## src/rtl/hex_grid_mean_filter_assert.svh

```systemverilog
// ----------------------------------------------------------------------------
// Assertion macros for the hexagonal grid mean filter
// Shorthand for clocked checks on aclk, disabled while aresetn is low.
// ----------------------------------------------------------------------------
`ifndef HEX_GRID_MEAN_FILTER_ASSERT_SVH
`define HEX_GRID_MEAN_FILTER_ASSERT_SVH

// Consequent must hold in the same cycle as the antecedent
`define HGMF_ASSERT_SAME(lbl, ante, cons, msg) \
    lbl: assert property (@(posedge aclk) disable iff (!aresetn) (ante) |-> (cons)) \
        else $error(msg);

// Consequent must hold in the cycle after the antecedent
`define HGMF_ASSERT_NEXT(lbl, ante, cons, msg) \
    lbl: assert property (@(posedge aclk) disable iff (!aresetn) (ante) |=> (cons)) \
        else $error(msg);

`endif

```

## src/rtl/hgmf_pkg.sv

```systemverilog
// ----------------------------------------------------------------------------
// hgmf_pkg
// Shared sizes, word types and helper functions of the hex grid mean filter.
// ----------------------------------------------------------------------------
package hgmf_pkg;

    // Grid limits and field widths
    localparam int MAX_COLS    = 64;
    localparam int MAX_ROWS    = 64;
    localparam int SIZE_W      = 7;
    localparam int COL_W       = $clog2(MAX_COLS);
    localparam int ROW_W       = $clog2(MAX_ROWS);
    localparam int ROW_CNT_W   = $clog2(MAX_ROWS + 2);
    localparam int HEIGHT_W    = 8;
    localparam int CNT_W       = 3;
    localparam int SUM_W       = HEIGHT_W + CNT_W;
    localparam int RECIP_W     = 16;
    localparam int RECIP_SHIFT = 15;
    localparam int ADDR_W      = 3;
    localparam int DATA_W      = 32;

    // Register select taken from the APB address
    typedef enum logic {
        REG_GRID_ROWS = 1'b0,
        REG_GRID_COLS = 1'b1
    } reg_sel_t;

    // Input word
    typedef struct packed {
        logic [HEIGHT_W-1:0] height_in;
        logic                flush;
    } in_word_t;

    // Result word
    typedef struct packed {
        logic [HEIGHT_W-1:0] height_out;
        logic                last;
    } out_word_t;

    // Control of one row delay line
    typedef struct packed {
        logic             shift;
        logic [COL_W-1:0] entry_idx;
    } line_ctrl_t;

    // Neighborhood sum handed to the averaging stage
    typedef struct packed {
        logic [SUM_W-1:0] sum;
        logic [CNT_W-1:0] cnt;
        logic             last;
    } mean_req_t;

    // Reciprocal table: ceil(2^RECIP_SHIFT / d), exact floor for all sums here
    function automatic logic [RECIP_W-1:0] recip(input logic [CNT_W-1:0] d);
        logic [RECIP_W-1:0] r;
        case (d)
            3'd1:    r = 16'd32768;
            3'd2:    r = 16'd16384;
            3'd3:    r = 16'd10923;
            3'd4:    r = 16'd8192;
            3'd5:    r = 16'd6554;
            3'd6:    r = 16'd5462;
            3'd7:    r = 16'd4682;
            default: r = 16'd0;
        endcase
        return r;
    endfunction

    // Limit a size register to the range 2 .. maxv
    function automatic logic [SIZE_W-1:0] clamp_size(input logic [SIZE_W-1:0] v,
                                                     input logic [SIZE_W-1:0] maxv);
        logic [SIZE_W-1:0] r;
        if (v < SIZE_W'(2)) begin
            r = SIZE_W'(2);
        end else if (v > maxv) begin
            r = maxv;
        end else begin
            r = v;
        end
        return r;
    endfunction

endpackage

```

## src/rtl/hex_grid_mean_filter.sv

```systemverilog
// ----------------------------------------------------------------------------
// hex_grid_mean_filter
// One smoothing pass over a height map on an offset hexagonal grid.
// ----------------------------------------------------------------------------
// Heights enter in raster order, one word per clock when the output keeps
// up: two row delay lines of MAX_COLS cells shift once per kept word and
// hold the two previous grid rows. The result for tile j leaves with input
// word j + grid_cols + 1, through the sum register and then the divide
// register; a frame is grid_rows*grid_cols tiles followed by grid_cols + 1
// flush words. Grid size is sampled from the registers at the first word of
// each frame, and a flush word at a frame start is dropped without a result;
// every other accepted word is kept.
// ----------------------------------------------------------------------------
`include "hex_grid_mean_filter_assert.svh"

module hex_grid_mean_filter (
    input  logic                        aclk,
    input  logic                        aresetn,
    // input words
    input  logic                        s_valid,
    output logic                        s_ready,
    input  hgmf_pkg::in_word_t          s_data,
    // result words
    output logic                        m_valid,
    input  logic                        m_ready,
    output hgmf_pkg::out_word_t         m_data,
    // configuration
    input  logic                        psel,
    input  logic                        penable,
    input  logic                        pwrite,
    input  logic [hgmf_pkg::ADDR_W-1:0] paddr,
    input  logic [hgmf_pkg::DATA_W-1:0] pwdata,
    output logic [hgmf_pkg::DATA_W-1:0] prdata,
    output logic                        pready
);
    import hgmf_pkg::*;

    // Configuration registers
    logic [SIZE_W-1:0]    grid_rows_reg;
    logic [SIZE_W-1:0]    grid_cols_reg;
    reg_sel_t             reg_sel;

    // Frame state
    logic [SIZE_W-1:0]    frame_rows_reg;
    logic [SIZE_W-1:0]    frame_cols_reg;
    logic [ROW_CNT_W-1:0] row_pos_reg;
    logic [ROW_CNT_W-1:0] row_pos_next;
    logic [COL_W-1:0]     col_pos_reg;
    logic [COL_W-1:0]     col_pos_next;
    logic [ROW_W-1:0]     out_row_reg;
    logic [ROW_W-1:0]     out_row_next;
    logic [COL_W-1:0]     out_col_reg;
    logic [COL_W-1:0]     out_col_next;

    // Window taps
    logic [HEIGHT_W-1:0]  p1_reg;
    logic [HEIGHT_W-1:0]  p2_reg;
    logic [HEIGHT_W-1:0]  q1_reg;
    logic [HEIGHT_W-1:0]  q2_reg;
    logic [HEIGHT_W-1:0]  t1_reg;
    logic [HEIGHT_W-1:0]  t2_reg;
    logic [HEIGHT_W-1:0]  a_tap;
    logic [HEIGHT_W-1:0]  b_tap;
    line_ctrl_t           line_ctrl;

    // Control
    logic                 at_start;
    logic [SIZE_W-1:0]    rows_eff;
    logic [SIZE_W-1:0]    cols_eff;
    logic                 accept;
    logic                 skip;
    logic                 take;
    logic                 has_result;
    logic                 is_last;
    logic                 mean_ready;
    mean_req_t            mean_req;
    logic                 c_gt0;
    logic                 c_lt_end;
    logic                 r_gt0;
    logic                 r_lt_end;

    // Configuration port
    assign pready  = 1'b1;
    assign reg_sel = reg_sel_t'(paddr[ADDR_W-1]);

    always_comb begin
        case (reg_sel)
            REG_GRID_ROWS: prdata = DATA_W'(grid_rows_reg);
            REG_GRID_COLS: prdata = DATA_W'(grid_cols_reg);
            default:       prdata = '0;
        endcase
    end

    always_ff @(posedge aclk) begin
        if (!aresetn) begin
            grid_rows_reg <= SIZE_W'(MAX_ROWS);
            grid_cols_reg <= SIZE_W'(MAX_COLS);
        end else if (psel && penable && pwrite && pready) begin
            case (reg_sel)
                REG_GRID_ROWS: grid_rows_reg <= pwdata[SIZE_W-1:0];
                REG_GRID_COLS: grid_cols_reg <= pwdata[SIZE_W-1:0];
                default:       grid_rows_reg <= grid_rows_reg;
            endcase
        end
    end

    // Frame size in force for this word
    assign at_start = (row_pos_reg == '0) && (col_pos_reg == '0);
    assign rows_eff = at_start ? clamp_size(grid_rows_reg, SIZE_W'(MAX_ROWS)) : frame_rows_reg;
    assign cols_eff = at_start ? clamp_size(grid_cols_reg, SIZE_W'(MAX_COLS)) : frame_cols_reg;

    // Accept, drop and result decisions
    assign accept     = s_valid && s_ready;
    assign skip       = at_start && s_data.flush;
    assign take       = accept && !skip;
    assign has_result = (row_pos_reg != '0) &&
                        !((row_pos_reg == ROW_CNT_W'(1)) && (col_pos_reg == '0));
    assign is_last    = (SIZE_W'(out_row_reg) == rows_eff - SIZE_W'(1)) &&
                        (SIZE_W'(out_col_reg) == cols_eff - SIZE_W'(1));

    // Row delay lines: line A lags the input by one row, line B by two
    assign line_ctrl.shift     = take;
    assign line_ctrl.entry_idx = COL_W'(cols_eff - SIZE_W'(1));

    hgmf_row_line u_line_a (
        .aclk       (aclk),
        .ctrl       (line_ctrl),
        .entry_data (s_data.height_in),
        .tap_out    (a_tap)
    );

    hgmf_row_line u_line_b (
        .aclk       (aclk),
        .ctrl       (line_ctrl),
        .entry_data (a_tap),
        .tap_out    (b_tap)
    );

    // Advance the short tap registers beside the lines
    always_ff @(posedge aclk) begin
        if (take) begin
            p1_reg <= s_data.height_in;
            p2_reg <= p1_reg;
            q1_reg <= a_tap;
            q2_reg <= q1_reg;
            t1_reg <= b_tap;
            t2_reg <= t1_reg;
        end
    end

    // Grid edge flags of the tile being finished
    assign c_gt0    = (out_col_reg != '0);
    assign c_lt_end = (SIZE_W'(out_col_reg) != cols_eff - SIZE_W'(1));
    assign r_gt0    = (out_row_reg != '0);
    assign r_lt_end = (SIZE_W'(out_row_reg) != rows_eff - SIZE_W'(1));

    // Sum the in-grid neighborhood and count its members
    always_comb begin
        mean_req.sum  = SUM_W'(q1_reg);
        mean_req.cnt  = CNT_W'(1);
        mean_req.last = is_last;
        if (c_gt0) begin
            mean_req.sum = mean_req.sum + SUM_W'(q2_reg);
            mean_req.cnt = mean_req.cnt + CNT_W'(1);
        end
        if (c_lt_end) begin
            mean_req.sum = mean_req.sum + SUM_W'(a_tap);
            mean_req.cnt = mean_req.cnt + CNT_W'(1);
        end
        if (r_gt0) begin
            mean_req.sum = mean_req.sum + SUM_W'(t1_reg);
            mean_req.cnt = mean_req.cnt + CNT_W'(1);
        end
        if (r_lt_end) begin
            mean_req.sum = mean_req.sum + SUM_W'(p1_reg);
            mean_req.cnt = mean_req.cnt + CNT_W'(1);
        end
        if (out_row_reg[0]) begin
            // odd row: diagonals to the right
            if (r_gt0 && c_lt_end) begin
                mean_req.sum = mean_req.sum + SUM_W'(b_tap);
                mean_req.cnt = mean_req.cnt + CNT_W'(1);
            end
            if (r_lt_end && c_lt_end) begin
                mean_req.sum = mean_req.sum + SUM_W'(s_data.height_in);
                mean_req.cnt = mean_req.cnt + CNT_W'(1);
            end
        end else begin
            // even row: diagonals to the left
            if (r_gt0 && c_gt0) begin
                mean_req.sum = mean_req.sum + SUM_W'(t2_reg);
                mean_req.cnt = mean_req.cnt + CNT_W'(1);
            end
            if (r_lt_end && c_gt0) begin
                mean_req.sum = mean_req.sum + SUM_W'(p2_reg);
                mean_req.cnt = mean_req.cnt + CNT_W'(1);
            end
        end
    end

    // Next raster positions of the input and of the result
    always_comb begin
        row_pos_next = row_pos_reg;
        col_pos_next = col_pos_reg;
        out_row_next = out_row_reg;
        out_col_next = out_col_reg;
        if (take) begin
            if (has_result && is_last) begin
                row_pos_next = '0;
                col_pos_next = '0;
                out_row_next = '0;
                out_col_next = '0;
            end else begin
                if (SIZE_W'(col_pos_reg) == cols_eff - SIZE_W'(1)) begin
                    col_pos_next = '0;
                    row_pos_next = row_pos_reg + ROW_CNT_W'(1);
                end else begin
                    col_pos_next = col_pos_reg + COL_W'(1);
                end
                if (has_result) begin
                    if (SIZE_W'(out_col_reg) == cols_eff - SIZE_W'(1)) begin
                        out_col_next = '0;
                        out_row_next = out_row_reg + ROW_W'(1);
                    end else begin
                        out_col_next = out_col_reg + COL_W'(1);
                    end
                end
            end
        end
    end

    // Hold positions and latch the frame size
    always_ff @(posedge aclk) begin
        if (!aresetn) begin
            row_pos_reg    <= '0;
            col_pos_reg    <= '0;
            out_row_reg    <= '0;
            out_col_reg    <= '0;
            frame_rows_reg <= SIZE_W'(MAX_ROWS);
            frame_cols_reg <= SIZE_W'(MAX_COLS);
        end else begin
            row_pos_reg <= row_pos_next;
            col_pos_reg <= col_pos_next;
            out_row_reg <= out_row_next;
            out_col_reg <= out_col_next;
            if (take && at_start) begin
                frame_rows_reg <= rows_eff;
                frame_cols_reg <= cols_eff;
            end
        end
    end

    // Average and output register
    hgmf_mean u_mean (
        .aclk     (aclk),
        .aresetn  (aresetn),
        .in_valid (s_valid && has_result),
        .in_ready (mean_ready),
        .req      (mean_req),
        .m_valid  (m_valid),
        .m_ready  (m_ready),
        .m_data   (m_data)
    );

    assign s_ready = mean_ready;

    `HGMF_ASSERT_SAME(a_out_col_range, 1'b1, SIZE_W'(out_col_reg) < frame_cols_reg, "result column beyond frame width")
    `HGMF_ASSERT_SAME(a_frame_cols_range, 1'b1, (frame_cols_reg >= SIZE_W'(2)) && (frame_cols_reg <= SIZE_W'(MAX_COLS)), "latched frame width out of range")
    `HGMF_ASSERT_NEXT(a_frame_wrap, take && has_result && is_last, (row_pos_reg == '0) && (col_pos_reg == '0) && (out_row_reg == '0) && (out_col_reg == '0), "positions not cleared after last tile")

endmodule

```

## src/rtl/hgmf_cell.sv

```systemverilog
// ----------------------------------------------------------------------------
// hgmf_cell
// One height register of a row delay line: loads the line entry or its
// upstream neighbor on every shift.
// ----------------------------------------------------------------------------
module hgmf_cell (
    input  logic                          aclk,
    input  logic                          shift,
    input  logic                          take_entry,
    input  logic [hgmf_pkg::HEIGHT_W-1:0] entry_data,
    input  logic [hgmf_pkg::HEIGHT_W-1:0] nb_data,
    output logic [hgmf_pkg::HEIGHT_W-1:0] data_out
);
    import hgmf_pkg::*;

    logic [HEIGHT_W-1:0] data_reg;
    logic [HEIGHT_W-1:0] data_next;

    // Pick the entry at the active line end, else pass the neighbor along
    always_comb begin
        data_next = take_entry ? entry_data : nb_data;
    end

    // Advance on every shift, that is every accepted word that is not dropped
    always_ff @(posedge aclk) begin
        if (shift) begin
            data_reg <= data_next;
        end
    end

    assign data_out = data_reg;

endmodule

```

## src/rtl/hgmf_row_line.sv

```systemverilog
// ----------------------------------------------------------------------------
// hgmf_row_line
// Programmable delay line of MAX_COLS cells. Words enter at cell
// entry_idx and leave at cell 0, so the tap lags the entry by
// entry_idx + 1 shifts.
// ----------------------------------------------------------------------------
module hgmf_row_line (
    input  logic                          aclk,
    input  hgmf_pkg::line_ctrl_t          ctrl,
    input  logic [hgmf_pkg::HEIGHT_W-1:0] entry_data,
    output logic [hgmf_pkg::HEIGHT_W-1:0] tap_out
);
    import hgmf_pkg::*;

    logic [HEIGHT_W-1:0] cell_q [MAX_COLS];

    // Build the chain; each cell hands its word toward cell 0
    for (genvar k = 0; k < MAX_COLS; k++) begin : g_chain
        logic                take_k;
        logic [HEIGHT_W-1:0] nb_k;

        assign take_k = (ctrl.entry_idx == COL_W'(k));

        if (k == MAX_COLS - 1) begin : g_end
            assign nb_k = entry_data;
        end else begin : g_mid
            assign nb_k = cell_q[k+1];
        end

        hgmf_cell u_stage (
            .aclk       (aclk),
            .shift      (ctrl.shift),
            .take_entry (take_k),
            .entry_data (entry_data),
            .nb_data    (nb_k),
            .data_out   (cell_q[k])
        );
    end

    assign tap_out = cell_q[0];

endmodule

```

## src/rtl/hgmf_mean.sv

```systemverilog
// ----------------------------------------------------------------------------
// hgmf_mean
// Averaging stage: registers the neighborhood sum, divides by the count
// through a reciprocal multiply and holds the result word for the output.
// ----------------------------------------------------------------------------
`include "hex_grid_mean_filter_assert.svh"

module hgmf_mean (
    input  logic                aclk,
    input  logic                aresetn,
    input  logic                in_valid,
    output logic                in_ready,
    input  hgmf_pkg::mean_req_t req,
    output logic                m_valid,
    input  logic                m_ready,
    output hgmf_pkg::out_word_t m_data
);
    import hgmf_pkg::*;

    logic                      s1_valid_reg;
    logic                      s1_valid_next;
    mean_req_t                 s1_req_reg;
    logic                      out_valid_reg;
    logic                      out_valid_next;
    out_word_t                 out_word_reg;
    out_word_t                 out_word_next;
    logic                      out_free;
    logic                      s1_move;
    logic [SUM_W+RECIP_W-1:0]  prod;

    // Flow control between the two stages
    assign out_free = !out_valid_reg || m_ready;
    assign s1_move  = s1_valid_reg && out_free;
    assign in_ready = !s1_valid_reg || out_free;

    // Divide by the count: multiply by the reciprocal and drop the fraction
    always_comb begin
        prod = {{RECIP_W{1'b0}}, s1_req_reg.sum} *
               {{SUM_W{1'b0}}, recip(s1_req_reg.cnt)};
        out_word_next.height_out = prod[RECIP_SHIFT +: HEIGHT_W];
        out_word_next.last       = s1_req_reg.last;
    end

    // Next valid state of both stages
    always_comb begin
        s1_valid_next = s1_valid_reg;
        if (in_valid && in_ready) begin
            s1_valid_next = 1'b1;
        end else if (s1_move) begin
            s1_valid_next = 1'b0;
        end
        out_valid_next = out_valid_reg;
        if (s1_move) begin
            out_valid_next = 1'b1;
        end else if (m_ready) begin
            out_valid_next = 1'b0;
        end
    end

    // Hold valid flags
    always_ff @(posedge aclk) begin
        if (!aresetn) begin
            s1_valid_reg  <= 1'b0;
            out_valid_reg <= 1'b0;
        end else begin
            s1_valid_reg  <= s1_valid_next;
            out_valid_reg <= out_valid_next;
        end
    end

    // Load payload registers
    always_ff @(posedge aclk) begin
        if (in_valid && in_ready) begin
            s1_req_reg <= req;
        end
        if (s1_move) begin
            out_word_reg <= out_word_next;
        end
    end

    assign m_valid = out_valid_reg;
    assign m_data  = out_word_reg;

    `HGMF_ASSERT_SAME(a_cnt_nonzero, s1_valid_reg, s1_req_reg.cnt != '0, "mean stage count is zero")
    `HGMF_ASSERT_NEXT(a_s1_kept, s1_valid_reg && out_valid_reg && !m_ready, s1_valid_reg, "sum stage word lost during stall")

endmodule

```

## config.mk

```make
export PLATFORM = sky130hd
export DESIGN_NAME = hex_grid_mean_filter
export DESIGN_NICKNAME = d
export VERILOG_FILES = /design/src/rtl/hgmf_pkg.sv /design/src/rtl/hex_grid_mean_filter.sv /design/src/rtl/hgmf_cell.sv /design/src/rtl/hgmf_row_line.sv /design/src/rtl/hgmf_mean.sv
export VERILOG_INCLUDE_DIRS = /design/src /design/src/rtl
export SDC_FILE = /design/constraint.sdc
export NUM_CORES = 2
export LEC_CHECK = 0
export BUFFER_PORTS_ARGS = -buffer_cell sky130_fd_sc_hd__buf_2
export CELL_PAD_IN_SITES_DETAIL_PLACEMENT = 0
export CELL_PAD_IN_SITES_GLOBAL_PLACEMENT = 1
export CORE_MARGIN = 8
export CORE_UTILIZATION = 35
export CTS_CLUSTER_SIZE = 8
export DETAILED_ROUTE_END_ITERATION = 10
export PLACE_DENSITY_LB_ADDON = 0.1
export SYNTH_ARGS = -nofsm -noshare
export SYNTH_HDL_FRONTEND = slang
export SYNTH_SLANG_ARGS = --single-unit
export TNS_END_PERCENT = 5
```

## constraint.sdc

```tcl
create_clock -name aclk -period 52.5 [get_ports aclk]
set_input_delay 10.5 -clock aclk [delete_from_list [all_inputs] [get_ports aclk]]
set_output_delay 10.5 -clock aclk [all_outputs]
set_load 0.1 [all_outputs]
```

# --- Word-level counts from Yosys, hierarchy flattened ---
# Index checks and enable logic that the tools add are counted.
op_classes:
  magnitude_cmp: 4
  eq_ne: 75
  mux: 159
  add_sub_neg: 20
  multipliers: 1
  n_bitwise: 1
  reduce_logical: 40
ops:
  columns: ["op", "count"]
  rows:
  - ["8-bit 2-to-1 mux", 126]
  - ["6-bit == test (second input constant)", 31]
  - ["14-bit 2-to-1 mux", 10]
  - ["16-bit one-hot mux with 7 select lines", 1]
  - ["6-bit by 5-bit == test with 1-bit output (second input constant)", 16]
  - ["11-bit by 8-bit adder with 11-bit output", 7]
  - ["32-bit one-hot mux with 2 select lines", 1]
  - ["7-bit 2-to-1 mux", 8]
  - ["6-bit by 4-bit == test with 1-bit output (second input constant)", 8]
  - ["6-bit 2-to-1 mux", 8]
  - ["6-bit by 3-bit == test with 1-bit output (second input constant)", 4]
  - ["11-bit by 16-bit multiplier with 23-bit output", 1]
  - ["6-bit by 7-bit == test with 1-bit output", 3]
  - ["3-bit by 1-bit adder with 3-bit output (second input constant)", 6]
  - ["6-bit by 1-bit adder with 6-bit output (second input constant)", 3]
  - ["1-bit logical AND", 18]
  - ["7-bit > comparator (second input constant)", 2]
  - ["7-bit by 2-bit < comparator with 1-bit output (second input constant)", 2]
  - ["6-bit by 7-bit != test with 1-bit output", 2]
  - ["7-bit by 1-bit subtractor with 7-bit output (second input constant)", 2]
  - ["3-bit == test (second input constant)", 4]
  - ["6-bit by 2-bit == test with 1-bit output (second input constant)", 2]
  - ["6-bit logical NOT", 2]
  - ["12-bit 2-to-1 mux", 1]
  - ["16 further kinds", 32]
word_totals:
  word_cells: 447
  out_inout_bits: 44
  inputBits: 51
  ff_bits: 1135

# --- Depth between registers and ports, before layout ---
depth:
  depth_word: 17
  ltp_mapped: 47
  ltp_nobuf: 44

# --- Modules after synthesis ---
# From an unflattened synthesis, not the netlist that was laid out.
hier_totals:
  cells_unflattened: 4044
  hier_area_um2: 63317.0
by_module_without_submodules:
  columns: ["mod", "seq_area_each_um2", "cells_per_inst", "area_each_um2", "instances"]
  rows:
  - ["hgmf_cell", 240.2, 17, 371.6, 128]
  - ["hex_grid_mean_filter", 2502.4, 1068, 9046.2, 1]
  - ["hgmf_mean", 760.7, 610, 5781.8, 1]
  - ["hgmf_row_line", 0.0, 95, 461.7, 2]

# --- Least setup slack after synthesis ---
# OpenSTA, ideal clock, no wires.
synth_timing:
  path_kind: "input to register"
  start: "input port m_ready"
  end: "register frame_cols_reg[3]"
  required_ns: 52.424
  setup_ns: 0.076
  cell_stages: 9
  t_arrival_ns: 39.117
  setup_slack_ns: 13.307
  path_cell_list: "nor2b_1 > nand2_1 > nand2_1 > a21o_1 > clkinv_1 > nand2_1 > clkbuf_1 > nand2_1 > a21boi_0"
synth_between:
  elab_chain_len: 5
synth_rtl:
  columns: ["item", "line", "rtl"]
  rows:
  - ["start: declaration", "hex_grid_mean_filter.sv:25", "input logic m_ready,"]
  - ["1-bit logical OR", "hgmf_mean.sv:32", "assign out_free = !out_valid_reg || m_ready;"]
  - ["1-bit logical OR", "hgmf_mean.sv:34", "assign in_ready = !s1_valid_reg || out_free;"]
  - ["net s_ready", "hex_grid_mean_filter.sv:21", "output logic s_ready,"]
  - ["1-bit logical AND", "hex_grid_mean_filter.sv:113", "assign accept = s_valid && s_ready;"]
  - ["1-bit logical AND", "hex_grid_mean_filter.sv:115", "assign take = accept && !skip;"]
  - ["net take", "hex_grid_mean_filter.sv:72", "logic take;"]
  - ["1-bit logical AND", "hex_grid_mean_filter.sv:246", "if (take && at_start) begin"]
  - ["end signal: assignment", "hex_grid_mean_filter.sv:240", "frame_cols_reg <= SIZE_W'(MAX_COLS);"]
  - ["end signal: assignment", "hex_grid_mean_filter.sv:248", "frame_cols_reg <= cols_eff;"]
  - ["end: declaration", "hex_grid_mean_filter.sv:45", "logic [SIZE_W-1:0] frame_cols_reg;"]
# The timed path passes the listed nets, and every way through them passes these cells.
# A chain may end at the register's enable or synchronous reset.

# --- Final worst setup path ---
layout_timing:
  start: "input port paddr[2] in the netlist's numbering"
  end: "output port prdata[0] in the netlist's numbering"
layout_between:
  elab_chain_len: 2
layout_rtl:
  columns: ["item", "line", "rtl"]
  rows:
  - ["start: declaration", "hex_grid_mean_filter.sv:31", "input logic [hgmf_pkg::ADDR_W-1:0] paddr,"]
  - ["1-bit inverter", null, null]
  - ["32-bit one-hot mux with 2 select lines (*)", "hex_grid_mean_filter.sv:87", "case (reg_sel)"]
  - ["end: declaration", "hex_grid_mean_filter.sv:33", "output logic [hgmf_pkg::DATA_W-1:0] prdata,"]
# Mark *: on every way between the ends. The rest lies on a longest branch, timed or not. The select of a mux whose other input is x is not followed.

==> impl_metrics.ini <==
[pwr]
power_density_nw_per_um2 = 36.72
ir_drop_mv = 0.03273
p_leak_nw = 22.38

[critical_path]
r2r_setup_slack_ns = 40.25
worst_setup_path_end_kind = output port
path_class = in -> out
crit_end = prdata[0]
r2r_end = u_mean.s1_req_reg[14]
cp_max_fo = 11
cp.required_ns = 42.00
crit_start = paddr[2]
worstRegToRegCells = 38
arrival_ns = 11.37
r2r-start = col_pos_reg[5]
start_kind = input port

[global_routing]
gr-total-overflow = 0
grt_util_all_layers_pct = 14.69
antenna_found_initial = 2
grt_first_pass_wirelength_mm = 202.4
grt_max_degree = 93
grt_pass1_vias = 32333

[placed_design]
post-dp-hpwl_mm = 78.71
gp_congestion = 0.7958
port_buffers = 41

[timing]
post-route-period-util_pct = 41.65
setup_tns_ns = 0
slew_headroom_pct = 25.65
tightestPinTransition_ns = 1.114
hold_viol_final = 0
slew_viol_final = 0
period_minus_slack_ns = 21.87
setup_viol = 0
max_freq_ghz = 0.04573
rsz0062_at_grt = no
finalClockSkew_ns = 0.03029

[finish]
fillers = 15224
fin_nets = 4237
drive_above_1_share_pct = 34.68
syn2layout_area_growth_pct = 12.39
multi_input_area_um2 = 21750
ff_latch_area_um2 = 33530
finish.utilization_pct = 39.50

[synthesis]
ys.flop_type = edfxtp_1
async_flop_share_pct = 0
yosysWarnings = 0
synth.distinct_cells = 85
ys_seq_area_share_pct = 58.81
syn-cell-area_um2 = 57020
postSynthAreaPerCell_um2 = 14.71
syn_inst = 3875
synth_enable_flop_cells = 1080
ys_ff_latch = 1135

[detailed_routing]
dr_total_vias = 30429
wl_mm = 129.7
ant_nets = 0
first_iter_violations = 2130
drtPass1Iterations = 5
drc = 0
wl_per_cell_um = 21.12
via_per_inst = 4.955

[hold_path]
hold_class = reg -> reg

[clock_network]
htreeDepth = 4
post_cts_buffers = 0
cts.path.max_buffers = 3
cts_tree = built
postCtsHoldBufs = 0
cts.sinks = 1135
clock_latency_ns = 0.77
cts_resized = 0
cts_buffers = 162
cts.clk_slew.worst_paths_ns = 0.05
root_buffer = clkbuf_16

[outcome]
status = complete, no violations

[floorplan]
fp-row-count = 148
dieArea_um2 = 176100
num_io_pins = 95
core_um2 = 162200
initial_utilization_pct = 35.15
die_x_um = 419.6
fp.dieH_um = 419.6

[flow_run]
drv_cap = 0
[Yosys cell counts, drive strengths merged (11+ instances only)]
cell type     n  area, µm²
xnor2        70      639.4
mux2       1026      11560
and3         27      168.9
o211ai       15      117.6
o21bai       14      105.1
dfxtp        55       1101
clkbuf      179      671.9
nor2        158      605.6
a21boi       34      255.2
nor2b        27      168.9
o21ai        80      404.1
or3          11      68.82
xor2         30      281.5
nor3         22      126.4
mux2i        24      240.2
a21oi        74      381.6
nand4        12      75.07
inv         192      720.7
buf          80      445.4
a21o         23      172.7
and2         36      225.2
fa          128       2562
nand2b       14      95.09
a211oi       11      87.58
nand2       209      787.0
edfxtp     1080      32430
nand3        15      75.07
ha          129       1614
o21a         21      157.7
[cell usage in the layout (no fill, tap or decap), drive strengths merged, types with 36 or more instances in the layout]
cell and count:
edfxtp 1080, fa 128, nor2 158, nand2 209, o21ai 80, dfxtp 55, inv 196, ha 129
mux2 1026, a21oi 74, and2 36, clkbuf 185, buf 125, xnor2 70
[layout make-up]
class	count	share of cell area (%)
antenna	1	0.003905
clock buffer	185	6.660
tap	2175	4.247
clock inverter	15	0.3358
sequential	1135	52.33
inverter	195	1.154
timing repair buffer	125	1.335
multi-input combinational	2310	33.94
[metrics by stage]
stage               worst slack [ns]  instances  cell area [µm²]  hold WS [ns]  power (W)
floorplan                      13.31       3899            57110        0.4003   0.001417
finish                         30.63       6141            64080        0.4169   0.002353
detailed placement             30.63       5940            59600        0.4152   0.001421
global route                   30.60       6140            64080        0.4095   0.002463
CTS                            30.63       6140            64080        0.4166   0.002397
global placement               30.64       5940            59600        0.4032   0.001421
[critical path: stages]
cell	delay, ns
buf_2	0.21
mux2_2	0.36
buf_2	0.29
[layer usage]
metal  part of all wire, %  vias to the layer above  GRT usage, %
met5                     0                        -             0
met4                   2.3                        0         4.049
met3                   3.6                      210         2.707
met2                    45                      421         22.79
met1                    49                    15581         21.10
li1                      -                    14217             -
[logic make-up (layout without fill, tap and decap cells)]
group                    count (synthesis)  after routing  synth area share (%)
other                                    2             27               0.01317
flip-flops                            1135           1135                 58.81
XOR/XNOR                               101            101                 1.655
adder cells (fa/ha/maj)                257            257                 7.325
AO/OA/AOI/OAI                          317            317                 3.649
AND/OR/NAND/NOR                        559            559                 4.606
multiplexers                          1050           1050                 20.70
buffers and inverters                  454            520                 3.243
[how the worst min path moves through the flow]
| stage | start | to | slack [ns] | cells after the start |
|---|---|---|---|---|
| 2_1_floorplan | u_mean.out_word_next[0] | u_mean.m_data[0] | 0.40 | 0 |
| 3_3_place_gp | u_mean.out_word_next[0] | u_mean.m_data[0] | 0.40 | 0 |
| 3_5_place_dp | u_mean.out_word_next[0] | u_mean.m_data[0] | 0.42 | 0 |
| 4_1_cts | u_mean.out_word_next[0] | u_mean.m_data[0] | 0.42 | 0 |
| 5_1_grt | u_mean.out_word_next[0] | u_mean.m_data[0] | 0.41 | 0 |
| 6_report | u_mean.out_word_next[0] | u_mean.m_data[0] | 0.42 | 0 |
[power by group]
part	total, W	internal (W)	switching (W)
combinational	0.000294	0.000118	0.000177
sequential	0.00111	0.00109	0.0000199
clock	0.000952	0.000575	0.000377
total	0.00235	0.00178	0.000573
(Power assumes the default switching activity.)
